File: config.mk
export PLATFORM = sky130hd
export DESIGN_NAME = quoted_printable_decoder_flat
export DESIGN_NICKNAME = d
export VERILOG_FILES = /design/src/hdl/qpd_pkg.sv /design/src/hdl/qpd_if.sv /design/src/hdl/quoted_printable_decoder.sv /design/src/flat_wrapper.sv
export SDC_FILE = /design/constraint.sdc
export NUM_CORES = 1
export LEC_CHECK = 0
export ABC_AREA = 0
export BUFFER_PORTS_ARGS = -buffer_cell sky130_fd_sc_hd__buf_2
export CELL_PAD_IN_SITES_DETAIL_PLACEMENT = 2
export CELL_PAD_IN_SITES_GLOBAL_PLACEMENT = 2
export CORE_ASPECT_RATIO = 0.5
export CORE_MARGIN = 1.5
export CORE_UTILIZATION = 38
export CTS_BUF_LIST = sky130_fd_sc_hd__clkbuf_2
export DETAILED_ROUTE_END_ITERATION = 7
export GPL_TIMING_DRIVEN = 1
export PLACE_DENSITY = 0.93
export SYNTH_ARGS = -nofsm -noshare
export SYNTH_HDL_FRONTEND = slang
export SYNTH_SLANG_ARGS = --single-unit
File: constraint.sdc
create_clock -name clk -period 7.69 [get_ports clk]
set_clock_uncertainty 0.2 [all_clocks]
set_input_delay 1.9225 -clock clk [delete_from_list [all_inputs] [get_ports clk]]
set_output_delay 1.9225 -clock clk [all_outputs]
set_load 0.02 [all_outputs]
File: src/hdl/qpd_pkg.sv
// ----------------------------------------------------------------------------
// qpd_pkg: shared definitions for the quoted-printable decoder
// Character codes and the small character-class helpers used by the decoder.
// ----------------------------------------------------------------------------
package qpd_pkg;

  localparam logic [7:0] ESC_CHAR        = 8'h3D;  // '='
  localparam logic [7:0] UNDERSCORE_CHAR = 8'h5F;  // '_'
  localparam logic [7:0] SPACE_CHAR      = 8'h20;
  localparam logic [7:0] BAD_BYTE        = 8'hBF;
  localparam logic [7:0] NUL_CHAR        = 8'h00;

  // Hex digit lookup result: nibble plus an invalid mark
  typedef struct packed {
    logic       invalid;
    logic [3:0] nibble;
  } hex_digit_t;

  // Space, tab, line feed, vertical tab, form feed, carriage return
  function automatic logic is_white(input logic [7:0] c);
    logic white;
    case (c) inside
      8'h20, [8'h09:8'h0D]: white = 1'b1;
      default:              white = 1'b0;
    endcase
    return white;
  endfunction

  // Decode one hex digit in either case
  function automatic hex_digit_t hex_of(input logic [7:0] c);
    hex_digit_t d;
    d.invalid = 1'b0;
    d.nibble  = 4'h0;
    case (c) inside
      [8'h30:8'h39]: d.nibble = c[3:0];
      [8'h41:8'h46],
      [8'h61:8'h66]: d.nibble = c[3:0] + 4'd9;
      default:       d.invalid = 1'b1;
    endcase
    return d;
  endfunction

endpackage

File: src/hdl/qpd_if.sv
// ----------------------------------------------------------------------------
// qpd_if: channel interfaces of the quoted-printable decoder
// Valid/ready channels for encoded bytes, decoded bytes and the mode register.
// ----------------------------------------------------------------------------

// Encoded byte channel
interface qpd_in_if;
  logic       valid;
  logic       ready;
  logic [7:0] in_byte;

  modport source (output valid, output in_byte, input ready);
  modport sink   (input valid, input in_byte, output ready);
endinterface

// Decoded byte channel
interface qpd_out_if;
  logic       valid;
  logic       ready;
  logic [7:0] out_byte;
  logic       bad_escape;

  modport source (output valid, output out_byte, output bad_escape, input ready);
  modport sink   (input valid, input out_byte, input bad_escape, output ready);
endinterface

// Mode register write channel
interface qpd_cfg_if;
  logic valid;
  logic ready;
  logic space_mode;

  modport source (output valid, output space_mode, input ready);
  modport sink   (input valid, input space_mode, output ready);
endinterface

File: src/hdl/quoted_printable_decoder.sv
// ----------------------------------------------------------------------------
// quoted_printable_decoder: streaming quoted-printable decoder
// One encoded byte per transaction in, zero or one decoded byte out.
// ----------------------------------------------------------------------------
// Usage:
//   src  - encoded bytes (in_byte), one per transaction.
//   dst  - decoded bytes (out_byte) with bad_escape set when an escape pair
//          was not two hex digits; out_byte is then 0xBF.
//   cfg  - write of space_mode; always ready, write only while idle.
// An '=' opens an escape and the next two bytes form the digit pair; those
// three inputs give one output. In space mode whitespace is dropped and '_'
// outside an escape becomes a space; in plain mode a zero byte outside an
// escape is dropped.
// A result appears on dst in the cycle after the transaction that completes
// it. Throughput: one byte per cycle while dst takes results, set by the
// single output register, refilled in the same cycle it is drained.
// Stall: while dst holds a result that is not taken, src.ready is low.
// Reset (rst, synchronous): clears the escape state, empties the output
// register and returns to plain mode.
// ----------------------------------------------------------------------------
module quoted_printable_decoder (
  input logic      clk,
  input logic      rst,
  qpd_in_if.sink   src,
  qpd_out_if.source dst,
  qpd_cfg_if.sink  cfg
);
  import qpd_pkg::*;

  logic       space_mode;
  logic       escape_pending;
  logic       digits_held;
  logic [7:0] first_digit;
  logic       out_valid;
  logic [7:0] out_byte;
  logic       bad_escape;

  logic       escape_pending_next;
  logic       digits_held_next;
  logic [7:0] first_digit_next;
  logic       emit;
  logic [7:0] res_byte;
  logic       res_bad;
  logic       in_take;
  hex_digit_t hi_digit;
  hex_digit_t lo_digit;

  // Accept while the output register is empty or being drained
  assign src.ready = !out_valid || dst.ready;
  assign in_take   = src.valid && src.ready;
  assign cfg.ready = 1'b1;

  assign dst.valid      = out_valid;
  assign dst.out_byte   = out_byte;
  assign dst.bad_escape = bad_escape;

  assign hi_digit = hex_of(first_digit);
  assign lo_digit = hex_of(src.in_byte);

  // Decode one byte against the escape state
  always_comb begin
    escape_pending_next = escape_pending;
    digits_held_next    = digits_held;
    first_digit_next    = first_digit;
    emit                = 1'b0;
    res_byte            = src.in_byte;
    res_bad             = 1'b0;
    if (space_mode && is_white(src.in_byte)) begin
      emit = 1'b0;
    end else if (escape_pending) begin
      if (!digits_held) begin
        first_digit_next = src.in_byte;
        digits_held_next = 1'b1;
      end else begin
        escape_pending_next = 1'b0;
        digits_held_next    = 1'b0;
        first_digit_next    = NUL_CHAR;
        emit                = 1'b1;
        if (!hi_digit.invalid && !lo_digit.invalid) begin
          res_byte = {hi_digit.nibble, lo_digit.nibble};
        end else begin
          res_byte = BAD_BYTE;
          res_bad  = 1'b1;
        end
      end
    end else if (src.in_byte == ESC_CHAR) begin
      escape_pending_next = 1'b1;
      digits_held_next    = 1'b0;
    end else if (space_mode) begin
      emit     = 1'b1;
      res_byte = (src.in_byte == UNDERSCORE_CHAR) ? SPACE_CHAR : src.in_byte;
    end else begin
      emit = (src.in_byte != NUL_CHAR);
    end
  end

  // Hold the mode register
  always_ff @(posedge clk) begin
    if (rst) begin
      space_mode <= 1'b0;
    end else if (cfg.valid && cfg.ready) begin
      space_mode <= cfg.space_mode;
    end
  end

  // Advance the escape state on each input transaction
  always_ff @(posedge clk) begin
    if (rst) begin
      escape_pending <= 1'b0;
      digits_held    <= 1'b0;
      first_digit    <= NUL_CHAR;
    end else if (in_take) begin
      escape_pending <= escape_pending_next;
      digits_held    <= digits_held_next;
      first_digit    <= first_digit_next;
    end
  end

  // Load the output register, drop it once taken
  always_ff @(posedge clk) begin
    if (rst) begin
      out_valid <= 1'b0;
    end else if (in_take && emit) begin
      out_valid <= 1'b1;
    end else if (dst.ready) begin
      out_valid <= 1'b0;
    end
  end

  always_ff @(posedge clk) begin
    if (in_take && emit) begin
      out_byte   <= res_byte;
      bad_escape <= res_bad;
    end
  end

  // A held digit only exists inside an escape
  a_held_in_escape: assert property (@(posedge clk) disable iff (rst)
    digits_held |-> escape_pending)
    else $error("digit held outside an escape");

  // A flagged result always carries the replacement byte
  a_bad_byte: assert property (@(posedge clk) disable iff (rst)
    (out_valid && bad_escape) |-> (out_byte == BAD_BYTE))
    else $error("bad escape without replacement byte");

  // The second digit of a pair always yields a result
  a_pair_emits: assert property (@(posedge clk) disable iff (rst)
    (in_take && escape_pending && digits_held &&
     !(space_mode && is_white(src.in_byte))) |=> out_valid)
    else $error("escape pair completed without a result");

  // An '=' outside an escape opens one with no digit held
  a_escape_opens: assert property (@(posedge clk) disable iff (rst)
    (in_take && !escape_pending && src.in_byte == ESC_CHAR) |=>
    (escape_pending && !digits_held))
    else $error("escape did not open");

  // A stalled result blocks new input
  a_stall_blocks: assert property (@(posedge clk) disable iff (rst)
    (out_valid && !dst.ready) |-> !src.ready)
    else $error("input accepted while output stalled");

endmodule
File: src/flat_wrapper.sv
// flat-port wrapper written by rule: the top's interface ports become plain ports
module quoted_printable_decoder_flat import qpd_pkg::*;
  (clk, rst, src_valid, src_in_byte, src_ready, dst_valid, dst_out_byte, dst_bad_escape, dst_ready, cfg_valid, cfg_space_mode, cfg_ready);
  qpd_in_if src_i ();
  qpd_out_if dst_i ();
  qpd_cfg_if cfg_i ();
  input logic clk;
  input logic rst;
  input wire logic [$bits(src_i.valid)-1:0] src_valid;
  input wire logic [$bits(src_i.in_byte)-1:0] src_in_byte;
  output wire logic [$bits(src_i.ready)-1:0] src_ready;
  output wire logic [$bits(dst_i.valid)-1:0] dst_valid;
  output wire logic [$bits(dst_i.out_byte)-1:0] dst_out_byte;
  output wire logic [$bits(dst_i.bad_escape)-1:0] dst_bad_escape;
  input wire logic [$bits(dst_i.ready)-1:0] dst_ready;
  input wire logic [$bits(cfg_i.valid)-1:0] cfg_valid;
  input wire logic [$bits(cfg_i.space_mode)-1:0] cfg_space_mode;
  output wire logic [$bits(cfg_i.ready)-1:0] cfg_ready;
  assign src_i.valid = src_valid;
  assign src_i.in_byte = src_in_byte;
  assign src_ready = src_i.ready;
  assign dst_valid = dst_i.valid;
  assign dst_out_byte = dst_i.out_byte;
  assign dst_bad_escape = dst_i.bad_escape;
  assign dst_i.ready = dst_ready;
  assign cfg_i.valid = cfg_valid;
  assign cfg_i.space_mode = cfg_space_mode;
  assign cfg_ready = cfg_i.ready;
  quoted_printable_decoder u_core (.clk(clk), .rst(rst), .src(src_i), .dst(dst_i), .cfg(cfg_i));
endmodule
==> results.toml, run 1 <==
[cts]
clock-sinks = 21
cts_root_buf = "clkbuf_2"
cts_tree = "yes"
clkTransAtPathRegs_ns = 0.21
cts.repair.resized = 0
cts_setup_buffers = 0
ctsHoldBuffers = 0
clock_latency_ns = 0.37
h-tree-depth = 1
cts_buffers = 3
clock_path_buffers = 2

[floorplan]
initial_core_util_pct = 39.47
die_h_um = 47.91
die_area_mm2 = 0.004447
pin_count = 26
coreArea_mm2 = 0.003884
die_width_um = 92.82
rows = 16

[synth]
yosys.area_share.simple_pct = 24.16
synth.area.mux_share_pct = 7.347
synth_top_family_by_area = "simple AND/OR/NAND/NOR gates"
synth_commonest_cells = "nor2_1 (20), nand2_1 (16), dfxtp_1 (12), inv_1 (10)"
ys_top_cells_by_area = "edfxtp_1 (18%), dfxtp_1 (16%), ha_1 (6.5%)"
yosysUniqueCellTypes = 52
ys_ff_latch = 21
yosys_warnings = 0
synth-async-reset-ratio_pct = 0
synth_adder_area_share_pct = 6.531
synth_most_common_cell = "nor2_1"
syn_nets = 193
synth_compound_area_share_pct = 21.71
yosysSeqAreaShare_pct = 33.31
synth_edf_count = 9
synth_xor_area_share_pct = 1.714
syn_inst = 171
synth_flop_cell = "dfxtp_1"
synth.avg_cell_area_um2 = 8.963
synth_top_area_share_pct = 17.63
yosys.area.top_type = "edfxtp_1"
synth.cell_area_mm2 = 0.001533

[layout]
design_area_mm2 = 0.001702
fin_nets = 214
drive_gt1_share_pct = 18.85
num_antenna_cells = 0
regArea_um2 = 510.5
multi_input_area_um2 = 945.9
syn2layout_area_growth_pct = 11.02
fillerInstances = 445
final_util_pct = 43.81

[timing]
setup-violations-final = 0
rsz0062_at_grt = "false"
period_minus_slack_ns = 4.528
layout_setup_ws_ns = 3.162
fin_crit_sh_pct = 58.88
hold_violations = 0
drv_slew = 0
fin_tns_setup_ns = 0
worst-slew-pin-transition_ns = 0.7588
max_freq_ghz = 0.2209
max_slew_margin_pct = 48.95

[critical_path]
reg2reg_setup_slack_ns = 5.09
r2r-end = "u_core.dst.out_byte[6]"
cpMostUsedCell = "buf_2"
cp.buffers_inverters = 2
crit_type = "in2out"
cp_max_fo = 4
crit_path_top_delay_cell = "nand2b_1"
required_ns = 5.57
r2r_cells = 7
cp-end-kind = "output pin"
timing.rr.start = "u_core.first_digit[0]"
slowest_delay_ns = 0.20
worstPathArrival_ns = 2.41
path_cells = "buf_2 -> nand2b_1 -> buf_2"
crit_family = "buffers and inverters"
start_kind = "input port"

[detailed_routing]
drc_errors = 0
drtIter0Drc = 103
firstDrtPassIters = 4
vias_per_cell = 5.776
routed_wl_mm = 5.312
num_vias = 1415
wl_per_cell_um = 21.68
ant_nets = 0

[grt]
antenna_found_initial = 0
grt_usage_pct = 25.38
overflow = 0
grt_pass1_vias = 1473
grt_max_degree = 14
grt_pass1_wl_mm = 8.059

[placement]
post_dp_cell_area_mm2 = 0.001682
portBuffers = 24
place_ws_ns = 3.172
gp_congestion = 0.8150
hpwl_mm = 4.151

[hold_path]
hold_class = "reg2reg"
holdPathEnd = "u_core.first_digit[5]"
hold_depth = 2
worstHoldStart = "u_core.first_digit[5]"

[power_and_ir_drop]
irDropWorstVdd_mv = 0.07568
power.density_mw_per_mm2 = 127.1
total_leakage_power_nw = 0.6479

[status]
outcome = "finished, final reports clean"

[flow_run]
max-cap-violations = 0
[worst register-to-register path: stages, from the launching register on]
cell       delay (ns)
dfxtp_1          0.50
inv_1            0.14
ha_1             0.22
o21bai_1         0.26
a2111oi_4        0.15
a31oi_1          0.50
nor2_2           0.17
a32o_1           0.26
[where the power goes]
part	switching, mW	total [mW]	internal (mW)
sequential	0.00177	0.122	0.121
combinational	0.0271	0.0402	0.0131
clock	0.0401	0.0538	0.0137
[how the worst max path moves through the flow]
stage / to / slack, ns / cells past startpoint / startpoint
floorplan: src_ready / 3.40 / 1 / dst_ready
global placement: src_ready / 3.22 / 3 / dst_ready
detailed placement: src_ready / 3.17 / 3 / dst_ready
CTS: src_ready / 3.17 / 3 / dst_ready
global route: src_ready / 3.13 / 3 / dst_ready
finish: src_ready / 3.16 / 3 / dst_ready
[metrics by stage]
step	total power, mW	cells	hold WS [ns]
after detailed placement	0.1645	241	0.3617
final	0.2163	245	0.3717
after CTS	0.2151	245	0.3884
after floorplan	0.1484	171	0.2838
after global routing	0.2232	245	0.4022
after global placement	0.1612	241	0.3140
[cells in the final DEF (no fill, tap or decap), drive strengths merged, types with 3 or more instances in the layout]
master,Yosys,final
mux2i,9,9
nand2,16,16
inv,10,10
o21bai,3,3
a21oi,7,7
dfxtp,12,12
nand3,4,4
buf,5,24
edfxtp,9,9
clkbuf,3,4
nand2b,6,6
nor2,21,21
o21ai,5,5
a32oi,3,3
a31oi,3,3
xnor2,3,3
nor4b,4,4
ha,8,8
nor2b,5,5
and2,3,3
[state kept, by name (all words and copies together) (netlist names)]
signal	count
u_core.space_mode	1
u_core.digits_held	1
u_core.dst.out_byte	8
u_core.escape_pending	1
u_core.dst.valid	1
u_core.first_digit	8
u_core.dst.bad_escape	1
[kinds of logic after synthesis]
family,after synthesis
xor gates and xnor gates,3
muxes,11
AOI/OAI and AO/OA,40
adders and majority gates,8
and+or+nand+nor,69
buffers and inverters,18
DFF,21
other,1
[final cells by class]
| class | instances | share of cell area, % |
|---|---|---|
| well taps | 54 | 3.971 |
| flip-flops and latches | 21 | 30.00 |
| multi-input cells | 132 | 55.59 |
| clock buffers | 4 | 1.176 |
| inverters | 10 | 2.206 |
| repair buffers | 24 | 7.059 |
[routing by layer]
metal	vias to the layer above	GRT usage, %	wire [um]
met5	-	0	0
li1	661	-	-
met3	10	3.651	279
met2	51	48.32	2603
met4	0	9.697	125
met1	693	30.66	2305
Note: power is estimated with default switching activity, not from simulation.
==> run 2: changes to the inputs <==
--- a/config.mk
+++ b/config.mk
@@ -11,11 +11,11 @@
 export CELL_PAD_IN_SITES_GLOBAL_PLACEMENT = 2
 export CORE_ASPECT_RATIO = 0.5
 export CORE_MARGIN = 1.5
-export CORE_UTILIZATION = 38
+export CORE_UTILIZATION = 35
 export CTS_BUF_LIST = sky130_fd_sc_hd__clkbuf_2
 export DETAILED_ROUTE_END_ITERATION = 7
 export GPL_TIMING_DRIVEN = 1
-export PLACE_DENSITY = 0.93
+export PLACE_DENSITY = 0.87
 export SYNTH_ARGS = -nofsm -noshare
 export SYNTH_HDL_FRONTEND = slang
 export SYNTH_SLANG_ARGS = --single-unit
==> constraint.sdc (replaced) <==
create_clock -name clk -period 4.65 [get_ports clk]
set_clock_uncertainty 0.2 [all_clocks]
set_input_delay 1.1625 -clock clk [delete_from_list [all_inputs] [get_ports clk]]
set_output_delay 1.1625 -clock clk [all_outputs]
set_load 0.02 [all_outputs]
==> run 2 against run 1 <==
- clock-buffer cell count decreased by 1
- critical path depth increased by 5
- clock power increased by 57%
- sequential cell count unchanged
- non-clock buffer count unchanged
- combinational power increased by 66%
- die area increased by 8.2%
- core utilization decreased by 1.7 points
- total power increased by 64%
- register-to-register slack got worse by 3.0 ns
- final cell count unchanged
- critical path type is now in2reg
- largest cell class unchanged
==> results.toml, run 2 (same netlist as run 1, synthesis figures left out) <==
[timing]
fin_crit_sh_pct = 69.43
worst-slew-pin-transition_ns = 0.7824
setup-violations-final = 0
max_freq_ghz = 0.3097
rsz0062_at_grt = "false"
max_slew_margin_pct = 47.36
fin_tns_setup_ns = 0
period_minus_slack_ns = 3.229
hold_violations = 0
drv_slew = 0
whs_ns = 0.3573

[cts]
cts_root_buf = "clkbuf_2"
clock_latency_ns = 0.35
cts_setup_buffers = 0
ctsHoldBuffers = 0
cts.repair.resized = 0
clock-sinks = 21
clock_path_buffers = 2
clkTransAtPathRegs_ns = 0.24
h-tree-depth = 1
cts_buffers = 3
cts_tree = "yes"

[grt]
grt_pass1_vias = 1515
antenna_found_initial = 0
grt_pass1_wl_mm = 8.286
grt_max_degree = 14
overflow = 0
grt_usage_pct = 23.61

[layout]
reg_top3 = "u_core.dst.out_byte (8), u_core.first_digit (8)"
final_common_cell = "buf_2"
drive_gt1_share_pct = 18.85
design_area_mm2 = 0.001703
final_cell_mix = "buf_2 (24), nor2_1 (20), nand2_1 (16), dfxtp_1 (12), inv_1 (10)"
num_antenna_cells = 0
syn2layout_area_growth_pct = 11.10
fin_nets = 214
final_cells = 245

[floorplan]
die_h_um = 49.80
die_area_mm2 = 0.004809
initial_core_util_pct = 37.90
coreArea_mm2 = 0.004044
die_width_um = 96.59
rows = 16
pin_count = 26

[critical_path]
start_kind = "input port"
crit_type = "in2reg"
slowest_delay_ns = 0.35
cp_max_fo = 9
crit_path_top_delay_cell = "a211o_4"
path_cells = "buf_2 -> inv_1 -> ha_1 -> and4b_1 -> a211o_4 -> a21oi_1 -> o21ai_1 -> inv_1"
required_ns = 4.48
worstPathArrival_ns = 3.06
cpMostUsedCell = "inv_1"
cp-end-kind = "flip-flop"
crit_family = "compound AO/OA/AOI/OAI gates"
cp.buffers_inverters = 3

[detailed_routing]
drc_errors = 0
drtIter0Drc = 51
num_vias = 1429
ant_nets = 0
wl_per_cell_um = 20.99
vias_per_cell = 5.833
routed_wl_mm = 5.142
firstDrtPassIters = 4

[power_and_ir_drop]
total_leakage_power_nw = 0.6482
power.density_mw_per_mm2 = 207.8
irDropWorstVdd_mv = 0.1114

[hold_path]
hold_class = "reg2reg"

[placement]
post_dp_cell_area_mm2 = 0.001682
dpl.cell_count = 241
hpwl_mm = 4.010
gp_congestion = 0.8578
portBuffers = 24

[status]
outcome = "finished, final reports clean"

[flow_run]
max-cap-violations = 0
run 2: cell types whose count changed in the layout (fill, tap and decap cells not counted), sizes merged:
cell / before / now
clkbuf: 4 / 3
inv: 10 / 11
run 2: per-layer routing:
metal | track usage, % | vias to the layer above | share of wire [%]
met5 | 0 | - | 0
met4 | 8.937 | 0 | 2.6
met3 | 4.475 | 12 | 4.7
met2 | 38.34 | 46 | 47
met1 | 30.95 | 709 | 46
li1 | - | 662 | -
run 2: worst paths after layout:
kind / startpoint / end / slack [ns] / depth (start not counted)
worst max register to register: u_core.first_digit[0] / u_core.dst.out_byte[1] / 2.09 / 7
worst min register to register: u_core.first_digit[4] / u_core.first_digit[4] / 0.36 / 2
worst max-delay path: src_in_byte[0] / u_core.dst.out_byte[2] / 1.42 / 8
worst min-delay path: u_core.first_digit[4] / u_core.first_digit[4] / 0.36 / 2
run 2: cell type report:
cell class / instances / area, um^2
Clock buffer: 3 / 15.01
Clock inverter: 1 / 6.256
Fill cell: 476 / 2341
Inverter: 10 / 37.54
Multi-Input combinational cell: 132 / 945.9
Sequential cell: 21 / 510.5
Tap cell: 54 / 67.56
Timing Repair Buffer: 24 / 120.1
run 2: through the flow:
stage                     setup slack [ns]  util (%)  power, mW
after floorplan                      1.557         -     0.2454
after global placement               1.247     41.58     0.2669
after detailed placement             1.047     41.58     0.2720
after CTS                            1.421     42.11     0.3569
after global routing                 1.323     42.11     0.3696
final                                1.421     42.11     0.3538
run 2: worst reg2reg max path: cells and delay by family (launching register included):
| kind | cells | cell delay (ns) |
|---|---|---|
| flops | 1 | 0.42 |
| fa+ha+maj | 1 | 0.18 |
| buf+inv | 1 | 0.14 |
| compound gates | 4 | 0.94 |
| simple gates | 1 | 0.44 |
run 2: where the power goes:
| part | switching [mW] | leakage (nW) | total, mW | internal, mW |
|---|---|---|---|---|
| registers | 0.00277 | 0.184 | 0.202 | 0.199 |
| logic | 0.0451 | 0.447 | 0.0669 | 0.0218 |
| clock network | 0.0638 | 0.0169 | 0.0847 | 0.0209 |
| total | 0.112 | 0.648 | 0.354 | 0.242 |
